File: config.mk
export PLATFORM = sky130hd
export DESIGN_NAME = staggered_grid_transfer_stencil
export DESIGN_NICKNAME = d
export VERILOG_FILES = /design/src/sgts_pkg.sv /design/src/staggered_grid_transfer_stencil.sv /design/src/sgts_prep.sv /design/src/sgts_div.sv /design/src/sgts_gen.sv
export VERILOG_INCLUDE_DIRS = /design/src /design/src/src
export SDC_FILE = /design/constraint.sdc
export NUM_CORES = 2
export LEC_CHECK = 0
export BUFFER_PORTS_ARGS = -buffer_cell sky130_fd_sc_hd__buf_4
export CAP_MARGIN = 0
export CORE_AREA = 2 2 439 310
export DETAILED_ROUTE_END_ITERATION = 16
export DIE_AREA = 0 0 441 312
export PLACE_DENSITY_LB_ADDON = 0.25
export SLEW_MARGIN = 5
export SYNTH_ARGS = -nofsm -noshare
export SYNTH_HDL_FRONTEND = slang
export SYNTH_SLANG_ARGS = --single-unit
File: constraint.sdc
create_clock -name aclk -period 23.8 [get_ports aclk]
set_clock_uncertainty 0.15 [all_clocks]
set_input_delay 3.57 -clock aclk [delete_from_list [all_inputs] [get_ports aclk]]
set_output_delay 3.57 -clock aclk [all_outputs]
set_load 0.03 [all_outputs]
File: src/staggered_grid_transfer_stencil_defines.svh
// Assertion helpers for the transfer stencil block.
`ifndef STAGGERED_GRID_TRANSFER_STENCIL_DEFINES_SVH
`define STAGGERED_GRID_TRANSFER_STENCIL_DEFINES_SVH

`ifndef SYNTHESIS
`define SGTS_ASSERT(lbl, clk, rstn, expr) \
    lbl: assert property (@(posedge clk) disable iff (!rstn) (expr)) \
        else $error("assertion failed");
`define SGTS_ASSERT_IMPL(lbl, clk, rstn, ante, cons) \
    lbl: assert property (@(posedge clk) disable iff (!rstn) (ante) |-> (cons)) \
        else $error("assertion failed");
`define SGTS_ASSERT_NEXT(lbl, clk, rstn, ante, cons) \
    lbl: assert property (@(posedge clk) disable iff (!rstn) (ante) |=> (cons)) \
        else $error("assertion failed");
`else
`define SGTS_ASSERT(lbl, clk, rstn, expr)
`define SGTS_ASSERT_IMPL(lbl, clk, rstn, ante, cons)
`define SGTS_ASSERT_NEXT(lbl, clk, rstn, ante, cons)
`endif

`endif

File: src/sgts_pkg.sv
`default_nettype none
package sgts_pkg;
    localparam int GRID_W = 11;
    localparam int ROW_W = 23;
    localparam int COL_W = 21;
    localparam int WGT_W = 3;
    localparam int DIVR_W = 4;
    localparam int FUNC_W = 3;
    localparam int N_W = 12;
    localparam int PROD_W = 24;
    localparam int Q_W = 24;
    localparam int DIV_STAGES = 6;
    localparam int BITS_PER_STAGE = Q_W / DIV_STAGES;
    localparam int MAX_ENT = 6;
    localparam int CNT_W = 3;
    localparam int IDX_W = 3;
    localparam int DEF_MAX_GRID = 1024;
    localparam logic [GRID_W-1:0] GRID_RESET = 11'd16;

    localparam logic [FUNC_W-1:0] FN_RESTRICT_U = 3'd0;
    localparam logic [FUNC_W-1:0] FN_RESTRICT_V = 3'd1;
    localparam logic [FUNC_W-1:0] FN_RESTRICT_P = 3'd2;
    localparam logic [FUNC_W-1:0] FN_PROLONG_U = 3'd3;
    localparam logic [FUNC_W-1:0] FN_PROLONG_V = 3'd4;
    localparam logic [FUNC_W-1:0] FN_PROLONG_P = 3'd5;

    localparam logic [DIVR_W-1:0] DIVR_UV = 4'd8;
    localparam logic [DIVR_W-1:0] DIVR_RP = 4'd4;
    localparam logic [DIVR_W-1:0] DIVR_PP = 4'd6;

    typedef struct packed {
        logic [FUNC_W-1:0] func;
        logic [N_W-1:0] n;
        logic inr;
    } sgts_ctx_t;

    typedef struct packed {
        logic [COL_W-1:0] col;
        logic [WGT_W-1:0] wgt;
    } sgts_ent_t;

    typedef struct packed {
        sgts_ent_t [MAX_ENT-1:0] ent;
        logic [CNT_W-1:0] cnt;
        logic [DIVR_W-1:0] divr;
    } sgts_row_t;
endpackage
`default_nettype wire

File: src/staggered_grid_transfer_stencil.sv
// Output: a row's entries (one to six) are shown one at a time, each held
// until m_tready; a row with no entries never reaches the output. The
// eleven-stage pipeline (range check, six-stage radix-16 divider, stencil
// build) takes a row every cycle while the output register is idle or its
// last entry is being accepted; otherwise the whole pipeline holds.
// Reset: synchronous active-low aresetn clears valid bits and sets grid_size to 16.
`default_nettype none
`include "staggered_grid_transfer_stencil_defines.svh"
module staggered_grid_transfer_stencil #(
    parameter int MAX_GRID = sgts_pkg::DEF_MAX_GRID
) (
    input  wire logic aclk,
    input  wire logic aresetn,
    input  wire logic cfg_wr_en,
    input  wire logic [10:0] cfg_wr_data,   // grid_size
    input  wire logic s_tvalid,
    output logic s_tready,
    input  wire logic [23:0] s_tdata,       // [22:0] row_index
    input  wire logic [2:0] s_tuser,        // [2:0] func
    output logic m_tvalid,
    input  wire logic m_tready,
    output logic [31:0] m_tdata,            // [20:0] column, [23:21] weight, [27:24] divisor
    output logic m_tlast                    // last_entry
);
    logic [sgts_pkg::GRID_W-1:0] grid_reg;
    logic en;

    logic p_valid;
    sgts_pkg::sgts_ctx_t p_ctx;
    logic [sgts_pkg::ROW_W-1:0] p_row;
    logic [sgts_pkg::N_W-1:0] p_d;

    logic d_valid;
    sgts_pkg::sgts_ctx_t d_ctx;
    logic [sgts_pkg::Q_W-1:0] d_q;
    logic [sgts_pkg::N_W-1:0] d_rem;

    logic g_valid;
    sgts_pkg::sgts_row_t g_row;

    logic busy_reg;
    logic [sgts_pkg::IDX_W-1:0] idx_reg;
    sgts_pkg::sgts_row_t row_reg;
    logic last_c;
    sgts_pkg::sgts_ent_t cur;

    always_ff @(posedge aclk) begin
        if (!aresetn) begin
            grid_reg <= sgts_pkg::GRID_RESET;
        end else if (cfg_wr_en) begin
            grid_reg <= cfg_wr_data;
        end
    end

    assign last_c = (idx_reg == sgts_pkg::IDX_W'(row_reg.cnt - 1'b1));
    // whole pipeline advances when the output row is empty or finishing
    assign en = !busy_reg || (m_tready && last_c);
    assign s_tready = en;

    sgts_prep #(.MAX_GRID(MAX_GRID)) u_prep (
        .aclk(aclk), .aresetn(aresetn), .en(en),
        .in_valid(s_tvalid), .func(s_tuser), .row(s_tdata[22:0]), .grid(grid_reg),
        .out_valid(p_valid), .out_ctx(p_ctx), .out_row(p_row), .out_d(p_d)
    );

    sgts_div u_div (
        .aclk(aclk), .aresetn(aresetn), .en(en),
        .in_valid(p_valid), .in_ctx(p_ctx), .in_row(p_row), .in_d(p_d),
        .out_valid(d_valid), .out_ctx(d_ctx), .out_q(d_q), .out_rem(d_rem)
    );

    sgts_gen u_gen (
        .aclk(aclk), .aresetn(aresetn), .en(en),
        .in_valid(d_valid), .in_ctx(d_ctx), .in_q(d_q), .in_rem(d_rem),
        .out_valid(g_valid), .out_row(g_row)
    );

    always_ff @(posedge aclk) begin
        if (!aresetn) begin
            busy_reg <= 1'b0;
            idx_reg <= '0;
        end else if (en) begin
            busy_reg <= g_valid && (g_row.cnt != '0);
            idx_reg <= '0;
        end else if (m_tready) begin
            idx_reg <= idx_reg + 1'b1;
        end
    end

    always_ff @(posedge aclk) begin
        if (en) begin
            row_reg <= g_row;
        end
    end

    assign cur = row_reg.ent[idx_reg];
    assign m_tvalid = busy_reg;
    assign m_tlast = last_c;
    assign m_tdata = {4'd0, row_reg.divr, cur.wgt, cur.col};

    `SGTS_ASSERT_IMPL(a_busy_cnt, aclk, aresetn, busy_reg,
        row_reg.cnt != '0 && idx_reg < row_reg.cnt)
    `SGTS_ASSERT_NEXT(a_advance, aclk, aresetn, m_tvalid && m_tready && !m_tlast,
        m_tvalid && idx_reg == $past(idx_reg) + 1'b1)
    `SGTS_ASSERT_NEXT(a_hold, aclk, aresetn, m_tvalid && !m_tready,
        $stable(idx_reg) && m_tvalid)
    `SGTS_ASSERT(a_no_accept_busy, aclk, aresetn,
        !(s_tready && m_tvalid && !(m_tready && m_tlast)))
endmodule
`default_nettype wire

File: src/sgts_prep.sv
`default_nettype none
module sgts_prep #(
    parameter int MAX_GRID = sgts_pkg::DEF_MAX_GRID
) (
    input  wire logic aclk,
    input  wire logic aresetn,
    input  wire logic en,
    input  wire logic in_valid,
    input  wire logic [sgts_pkg::FUNC_W-1:0] func,
    input  wire logic [sgts_pkg::ROW_W-1:0] row,
    input  wire logic [sgts_pkg::GRID_W-1:0] grid,
    output logic out_valid,
    output sgts_pkg::sgts_ctx_t out_ctx,
    output logic [sgts_pkg::ROW_W-1:0] out_row,
    output logic [sgts_pkg::N_W-1:0] out_d
);
    localparam int NW = sgts_pkg::N_W;

    logic [NW-1:0] n_c, nr_c, np_c, d_c, ma_c, mb_c;

    logic v1_reg, v2_reg, v3_reg;
    logic [sgts_pkg::FUNC_W-1:0] f1_reg, f2_reg, f3_reg;
    logic [sgts_pkg::ROW_W-1:0] r1_reg, r2_reg, r3_reg;
    logic [NW-1:0] n1_reg, n2_reg, n3_reg, d1_reg, d2_reg, d3_reg;
    logic [NW-1:0] ma1_reg, mb1_reg;
    logic [sgts_pkg::PROD_W-1:0] p2_reg;
    logic inr3_reg;

    always_comb begin
        n_c = ({21'd0, grid} > MAX_GRID) ? NW'(MAX_GRID) : NW'(grid);
        nr_c = n_c >> 1;
        np_c = {n_c[NW-2:0], 1'b0};
        case (func)
            sgts_pkg::FN_RESTRICT_U: begin
                d_c = nr_c + 1'b1; ma_c = nr_c; mb_c = nr_c + 1'b1;
            end
            sgts_pkg::FN_RESTRICT_V: begin
                d_c = nr_c; ma_c = nr_c; mb_c = nr_c + 1'b1;
            end
            sgts_pkg::FN_RESTRICT_P: begin
                d_c = nr_c; ma_c = nr_c; mb_c = nr_c;
            end
            sgts_pkg::FN_PROLONG_U: begin
                d_c = np_c + 1'b1; ma_c = np_c; mb_c = np_c + 1'b1;
            end
            sgts_pkg::FN_PROLONG_V: begin
                d_c = np_c; ma_c = np_c; mb_c = np_c + 1'b1;
            end
            sgts_pkg::FN_PROLONG_P: begin
                d_c = np_c; ma_c = np_c; mb_c = np_c;
            end
            default: begin
                // unused selector: zero row count, never in range
                d_c = NW'(1); ma_c = '0; mb_c = '0;
            end
        endcase
    end

    always_ff @(posedge aclk) begin
        if (!aresetn) begin
            v1_reg <= 1'b0;
            v2_reg <= 1'b0;
            v3_reg <= 1'b0;
        end else if (en) begin
            v1_reg <= in_valid;
            v2_reg <= v1_reg;
            v3_reg <= v2_reg;
        end
    end

    always_ff @(posedge aclk) begin
        if (en) begin
            f1_reg <= func; r1_reg <= row; n1_reg <= n_c; d1_reg <= d_c;
            ma1_reg <= ma_c; mb1_reg <= mb_c;
            f2_reg <= f1_reg; r2_reg <= r1_reg; n2_reg <= n1_reg; d2_reg <= d1_reg;
            p2_reg <= ma1_reg * mb1_reg;
            f3_reg <= f2_reg; r3_reg <= r2_reg; n3_reg <= n2_reg; d3_reg <= d2_reg;
            inr3_reg <= {1'b0, r2_reg} < p2_reg;
        end
    end

    assign out_valid = v3_reg;
    assign out_ctx = '{func: f3_reg, n: n3_reg, inr: inr3_reg};
    assign out_row = r3_reg;
    assign out_d = d3_reg;
endmodule
`default_nettype wire

File: src/sgts_div.sv
`default_nettype none
module sgts_div (
    input  wire logic aclk,
    input  wire logic aresetn,
    input  wire logic en,
    input  wire logic in_valid,
    input  sgts_pkg::sgts_ctx_t in_ctx,
    input  wire logic [sgts_pkg::ROW_W-1:0] in_row,
    input  wire logic [sgts_pkg::N_W-1:0] in_d,
    output logic out_valid,
    output sgts_pkg::sgts_ctx_t out_ctx,
    output logic [sgts_pkg::Q_W-1:0] out_q,
    output logic [sgts_pkg::N_W-1:0] out_rem
);
    localparam int NS = sgts_pkg::DIV_STAGES;
    localparam int BPS = sgts_pkg::BITS_PER_STAGE;
    localparam int QW = sgts_pkg::Q_W;
    localparam int NW = sgts_pkg::N_W;

    logic v_reg [NS];
    sgts_pkg::sgts_ctx_t ctx_reg [NS];
    logic [QW-1:0] dq_reg [NS];
    logic [NW-1:0] rem_reg [NS];
    logic [NW-1:0] d_reg [NS];

    // dq shifts dividend bits out at the top and quotient bits in at the bottom
    for (genvar s = 0; s < NS; s++) begin : g_stage
        logic [QW-1:0] dq_in, dq_next;
        logic [NW-1:0] rem_in, rem_next, d_in;
        logic v_in;
        sgts_pkg::sgts_ctx_t ctx_in;

        if (s == 0) begin : g_first
            assign dq_in = QW'(in_row);
            assign rem_in = '0;
            assign d_in = in_d;
            assign v_in = in_valid;
            assign ctx_in = in_ctx;
        end else begin : g_rest
            assign dq_in = dq_reg[s-1];
            assign rem_in = rem_reg[s-1];
            assign d_in = d_reg[s-1];
            assign v_in = v_reg[s-1];
            assign ctx_in = ctx_reg[s-1];
        end

        always_comb begin
            logic [NW:0] sh;
            dq_next = dq_in;
            rem_next = rem_in;
            for (int i = 0; i < BPS; i++) begin
                sh = {rem_next, dq_next[QW-1]};
                dq_next = {dq_next[QW-2:0], 1'b0};
                if (sh >= {1'b0, d_in}) begin
                    rem_next = NW'(sh - {1'b0, d_in});
                    dq_next[0] = 1'b1;
                end else begin
                    rem_next = NW'(sh);
                end
            end
        end

        always_ff @(posedge aclk) begin
            if (!aresetn) begin
                v_reg[s] <= 1'b0;
            end else if (en) begin
                v_reg[s] <= v_in;
            end
        end

        always_ff @(posedge aclk) begin
            if (en) begin
                dq_reg[s] <= dq_next;
                rem_reg[s] <= rem_next;
                d_reg[s] <= d_in;
                ctx_reg[s] <= ctx_in;
            end
        end
    end

    assign out_valid = v_reg[NS-1];
    assign out_ctx = ctx_reg[NS-1];
    assign out_q = dq_reg[NS-1];
    assign out_rem = rem_reg[NS-1];
endmodule
`default_nettype wire

File: src/sgts_gen.sv
`default_nettype none
module sgts_gen (
    input  wire logic aclk,
    input  wire logic aresetn,
    input  wire logic en,
    input  wire logic in_valid,
    input  sgts_pkg::sgts_ctx_t in_ctx,
    input  wire logic [sgts_pkg::Q_W-1:0] in_q,
    input  wire logic [sgts_pkg::N_W-1:0] in_rem,
    output logic out_valid,
    output sgts_pkg::sgts_row_t out_row
);
    localparam int NW = sgts_pkg::N_W;
    localparam int CW = sgts_pkg::COL_W;
    localparam int QW = sgts_pkg::Q_W;

    typedef struct packed {
        logic ro_zero;
        logic ro_last;
        logic ro_lt_nr;
        logic ro_lt_np;
        logic ro_odd;
        logic cc_zero;
        logic cc_eq_nr;
        logic cc_last;
        logic cc_odd;
    } sgts_flag_t;

    function automatic sgts_pkg::sgts_ent_t ent(input logic [CW-1:0] c,
                                                input logic [2:0] w);
        ent = '{col: c, wgt: w};
    endfunction

    logic [NW-1:0] nr_c, np_c, mk_c;
    logic [NW:0] mq_c;
    sgts_flag_t fl_c;

    logic va_reg;
    sgts_pkg::sgts_ctx_t ctx_reg;
    sgts_flag_t fl_reg;
    logic [NW-1:0] cc_reg;
    logic [2*NW:0] prod_reg;

    logic vb_reg;
    sgts_pkg::sgts_row_t row_reg;
    sgts_pkg::sgts_row_t row_c;

    always_comb begin
        logic prolong;
        nr_c = in_ctx.n >> 1;
        np_c = {in_ctx.n[NW-2:0], 1'b0};
        prolong = (in_ctx.func == sgts_pkg::FN_PROLONG_U) ||
                  (in_ctx.func == sgts_pkg::FN_PROLONG_V) ||
                  (in_ctx.func == sgts_pkg::FN_PROLONG_P);
        // prolongation indexes the coarse row by ro/2
        mq_c = prolong ? in_q[NW+1:1] : in_q[NW:0];
        mk_c = ((in_ctx.func == sgts_pkg::FN_RESTRICT_U) ||
                (in_ctx.func == sgts_pkg::FN_PROLONG_U)) ? in_ctx.n + 1'b1 : in_ctx.n;
        fl_c.ro_zero = (in_q == '0);
        fl_c.ro_last = (in_q == QW'(np_c - 1'b1));
        fl_c.ro_lt_nr = (in_q < QW'(nr_c));
        fl_c.ro_lt_np = (in_q < QW'(np_c));
        fl_c.ro_odd = in_q[0];
        fl_c.cc_zero = (in_rem == '0);
        fl_c.cc_eq_nr = (in_rem == nr_c);
        fl_c.cc_last = (in_rem == NW'(np_c - 1'b1));
        fl_c.cc_odd = in_rem[0];
    end

    always_ff @(posedge aclk) begin
        if (!aresetn) begin
            va_reg <= 1'b0;
            vb_reg <= 1'b0;
        end else if (en) begin
            va_reg <= in_valid;
            vb_reg <= va_reg;
        end
    end

    always_ff @(posedge aclk) begin
        if (en) begin
            ctx_reg <= in_ctx;
            fl_reg <= fl_c;
            cc_reg <= in_rem;
            prod_reg <= mq_c * mk_c;
            row_reg <= row_c;
        end
    end

    always_comb begin
        logic [CW-1:0] n21, b, b2, c0, nb, side, cv, sv;
        logic ro_edge, edgec;
        n21 = CW'(ctx_reg.n);
        b = CW'({prod_reg, 1'b0}) + CW'({cc_reg, 1'b0});
        b2 = b + n21 + 1'b1;
        c0 = CW'(prod_reg) + CW'(cc_reg >> 1);
        nb = fl_reg.ro_odd ? c0 + n21 + 1'b1 : c0 - n21 - 1'b1;
        side = fl_reg.cc_odd ? c0 + 1'b1 : c0 - 1'b1;
        cv = fl_reg.ro_odd ? c0 + n21 : c0 - n21;
        sv = fl_reg.ro_odd ? side + n21 : side - n21;
        ro_edge = fl_reg.ro_zero || fl_reg.ro_last;
        edgec = fl_reg.cc_zero || fl_reg.cc_last;
        row_c = '0;
        case (ctx_reg.func)
            sgts_pkg::FN_RESTRICT_U: begin
                row_c.divr = sgts_pkg::DIVR_UV;
                if (ctx_reg.inr && !fl_reg.cc_zero && !fl_reg.cc_eq_nr) begin
                    row_c.ent[0] = ent(b, 3'd2);
                    row_c.ent[1] = ent(b + 1'b1, 3'd1);
                    row_c.ent[2] = ent(b - 1'b1, 3'd1);
                    row_c.ent[3] = ent(b2, 3'd2);
                    row_c.ent[4] = ent(b2 + 1'b1, 3'd1);
                    row_c.ent[5] = ent(b2 - 1'b1, 3'd1);
                    row_c.cnt = 3'd6;
                end
            end
            sgts_pkg::FN_RESTRICT_V: begin
                row_c.divr = sgts_pkg::DIVR_UV;
                if (ctx_reg.inr && ctx_reg.n > NW'(1) && !fl_reg.ro_zero &&
                    fl_reg.ro_lt_nr) begin
                    row_c.ent[0] = ent(b, 3'd2);
                    row_c.ent[1] = ent(b + 1'b1, 3'd2);
                    row_c.ent[2] = ent(b - n21, 3'd1);
                    row_c.ent[3] = ent(b + 1'b1 - n21, 3'd1);
                    row_c.ent[4] = ent(b + n21, 3'd1);
                    row_c.ent[5] = ent(b + 1'b1 + n21, 3'd1);
                    row_c.cnt = 3'd6;
                end
            end
            sgts_pkg::FN_RESTRICT_P: begin
                row_c.divr = sgts_pkg::DIVR_RP;
                if (ctx_reg.inr && ctx_reg.n > NW'(1)) begin
                    row_c.ent[0] = ent(b, 3'd1);
                    row_c.ent[1] = ent(b + 1'b1, 3'd1);
                    row_c.ent[2] = ent(b + n21, 3'd1);
                    row_c.ent[3] = ent(b + 1'b1 + n21, 3'd1);
                    row_c.cnt = 3'd4;
                end
            end
            sgts_pkg::FN_PROLONG_U: begin
                row_c.divr = sgts_pkg::DIVR_UV;
                if (ctx_reg.inr) begin
                    if (!fl_reg.cc_odd) begin
                        row_c.ent[0] = ent(c0, 3'd6);
                        row_c.ent[1] = ent(nb, 3'd2);
                        row_c.cnt = ro_edge ? 3'd1 : 3'd2;
                    end else begin
                        row_c.ent[0] = ent(c0, 3'd3);
                        row_c.ent[1] = ent(c0 + 1'b1, 3'd3);
                        row_c.ent[2] = ent(nb, 3'd1);
                        row_c.ent[3] = ent(nb + 1'b1, 3'd1);
                        row_c.cnt = ro_edge ? 3'd2 : 3'd4;
                    end
                end
            end
            sgts_pkg::FN_PROLONG_V: begin
                row_c.divr = sgts_pkg::DIVR_UV;
                if (ctx_reg.inr && !fl_reg.ro_zero && fl_reg.ro_lt_np) begin
                    if (!fl_reg.ro_odd) begin
                        row_c.ent[0] = ent(c0, 3'd6);
                        row_c.ent[1] = ent(side, 3'd2);
                        row_c.cnt = edgec ? 3'd1 : 3'd2;
                    end else begin
                        row_c.ent[0] = ent(c0, 3'd3);
                        row_c.ent[1] = ent(c0 + n21, 3'd3);
                        row_c.ent[2] = ent(side, 3'd1);
                        row_c.ent[3] = ent(side + n21, 3'd1);
                        row_c.cnt = edgec ? 3'd2 : 3'd4;
                    end
                end
            end
            sgts_pkg::FN_PROLONG_P: begin
                row_c.divr = sgts_pkg::DIVR_PP;
                if (ctx_reg.inr) begin
                    row_c.ent[0] = ent(c0, 3'd3);
                    if (ro_edge) begin
                        row_c.ent[1] = ent(side, 3'd1);
                        row_c.cnt = edgec ? 3'd1 : 3'd2;
                    end else begin
                        row_c.ent[1] = ent(cv, 3'd1);
                        row_c.ent[2] = ent(side, 3'd1);
                        row_c.ent[3] = ent(sv, 3'd1);
                        row_c.cnt = edgec ? 3'd2 : 3'd4;
                    end
                end
            end
            default: begin
                row_c.cnt = '0;
            end
        endcase
    end

    assign out_valid = vb_reg;
    assign out_row = row_reg;
endmodule
`default_nettype wire

==> flow_summary.yaml <==
floorplan:
  die_x_um: 441
  fp.dieH_um: 312
  initial_core_util_pct: 51.9
  io_pins: 78
  core_mm2: 0.133
  die_area_mm2: 0.138
  fp-row-count: 112
synth:
  synth_edf_count: 905
  syn_area_per_cell_um2: 10.4
  synth-seq-cells: 926
  synth_warnings: 0
  syn_inst: 6651
  yosysSeqAreaShare_pct: 40.0
  synth_area_mm2: 0.0691
  ys_types: 124
  synth_flop_cell: "edfxtp_1"
  async_flop_share_pct: 0
sta:
  slew_headroom_pct: 5.33
  hold_viol_final: 0
  fmax_mhz: 68.6
  finalMaxSlewViolations: 0
  finalSetupViolCount: 0
  post-route-period-util_pct: 61.2
  rsz0062_at_grt: "no"
  post-route-min-period_ns: 14.57
  finalSetupTns_ns: 0
  worstMarginPinSlew_ns: 1.38
global_routing:
  grt_pass1_vias: 47879
  gr-total-overflow: 0
  antenna_found_initial: 5
  grt_max_degree: 92
  grt_use_total_pct: 26.7
  grt_pass1_wl_um: 285000
clock_network:
  cts.sinks: 926
  holdBufCountCts: 0
  h-tree-depth: 3
  cts_buffers: 90
  clk_latency_ns: 0.73
  cts_resized: 0
  cts_tree: "done"
  postCtsSetupRepairBufs: 0
  cts.reportedPaths.clkPinSlew_ns: 0.07
  clock_path_buffers: 3
  root_buffer: "clkbuf_16"
setup_path:
  path_delay_family: "compound AO/OA/AOI/OAI gates"
  path_buf_inv: 6
  critPathLaunchType: "flop"
  cp.arrival_ns: 14.88
  cp_common_cell: "o21ai_0"
  crit_fanout: 17
  cpMaxStageDelayCell: "nand2_1"
  critical_path_required_ns: 24.10
  crit_type: "reg -> reg"
  cp-end-kind: "flop"
  cpPeakStageDelay_ns: 0.55
drt:
  drtAntennaViolNets: 0
  finalWirelength_um: 185000
  drtPass1Iterations: 6
  routedWlPerCell_um: 21.7
  drt_iter0_markers: 5351
  drc: 0
  num_vias: 51155
  viasPerCell: 6.00
layout:
  areaGrowthSynthToFinish_pct: 8.01
  largest_register_ffs: 144
  drive_above_1_share_pct: 8.86
  final_nets: 7491
  fill_cells: 11352
placement:
  dpl.hpwl_um: 143000
  place_congestion: 0.949
  portBuffers: 71
min_path:
  min_path_type: "reg -> reg"
run_status:
  status: "finished, final reports clean"
flow_run:
  drv_cap: 0
logic make-up after synthesis:
logic type / count (synthesis) / synth area share (%)
flip-flops: 926 / 40.0
buffers and inverters: 883 / 4.93
adder cells (fa/ha/maj): 773 / 16.6
XOR/XNOR: 532 / 6.87
other: 1 / 0.00543
AO/OA/AOI/OAI: 1384 / 13.3
AND/OR/NAND/NOR: 1856 / 13.3
multiplexers: 296 / 5.00
cells in the final DEF, fill, tap and decap left out, types with 102 or more instances in the layout:
cell	netlist	routed
a21oi_1	319	319
and2_1	115	115
buf_4	14	151
edfxtp_1	905	905
fa_1	238	238
ha_1	535	535
inv_1	648	647
mux2_2	171	171
mux2i_1	103	102
nand2_1	511	511
nand3_1	113	112
nor2_1	480	480
nor2b_1	113	113
nor3_1	105	104
o21ai_0	317	317
o22ai_1	115	115
xnor2_1	363	363
xor2_1	161	161
final timing paths:
check        depth (start not counted)          startpoint                    to  slack (ns)
max                                 59   u_div.d_reg[2][1]  u_div.rem_reg[3][10]        9.23
min                                  0  u_div.dq_reg[4][8]   u_div.dq_reg[5][12]        0.25
max reg2reg                         59   u_div.d_reg[2][1]  u_div.rem_reg[3][10]        9.23
min reg2reg                          0  u_div.dq_reg[4][8]   u_div.dq_reg[5][12]        0.25
worst register-to-register path: cells and delay by family (launching register included):
family	cells	cell delay, ns
AOI/OAI and AO/OA	39	8.34
adders and majority gates	4	1.19
buffers and inverters	6	1.39
DFF	1	0.49
muxes	4	1.60
and+or+nand+nor	6	1.22
synth_stat cells (all sizes together) (35+ instances only):
library cell	count	share of area, %
xnor2	367	4.7
fa	238	6.9
nand2	512	2.8
nand3	116	0.86
ha	535	9.7
nor4	46	0.51
edfxtp	905	39
nor3	110	0.83
a21oi	321	2.3
or3	50	0.46
buf	61	0.46
nand4	90	0.83
o22ai	115	1.0
and2	118	1.1
o221ai	40	0.52
mux2i	103	1.5
a21boi	78	0.85
inv	651	3.5
clkbuf	167	0.91
nand2b	78	0.73
a211oi	40	0.45
xor2	164	2.1
o21a	40	0.43
nor2	482	2.6
a21o	71	0.77
nor2b	113	1.0
and3	35	0.32
o21ai	331	2.4
mux2	171	2.8
metal layers:
metal  track usage (%)  part of all wire, %  up-vias
li1                  -                    -    24021
met1              43.1                   49    24814
met2              36.3                   39     2085
met3              5.57                  9.5      235
met4              5.56                  2.0        0
met5                 0                    0        -
cell type report:
cell class	instances	area (µm²)	share of cell area [%]
multi-input cells	4851	38100	51.1
flip-flops and latches	926	27600	37.0
inverters	655	2460	3.30
clock buffers	104	2330	3.12
well taps	1767	2210	2.96
repair buffers	151	1130	1.52
clock inverters	65	723	0.969
diodes	2	5.00	0.00671
per-stage QoR:
stage / util (%) / instances / worst slack [ns] / hold WS (ns) / area, µm²
floorplan: - / 6660 / 5.22 / 0.250 / 69100
global placement: 53.8 / 8350 / 9.71 / 0.250 / 71600
detailed placement: 53.8 / 8350 / 9.63 / 0.255 / 71600
CTS: 56.1 / 8519 / 9.47 / 0.236 / 74600
global route: 56.1 / 8519 / 7.89 / 0.250 / 74600
finish: 56.1 / 8521 / 9.23 / 0.247 / 74600
Power is not shown: default switching activity piles up to over one toggle a cycle in this logic, so the estimate is an artifact.
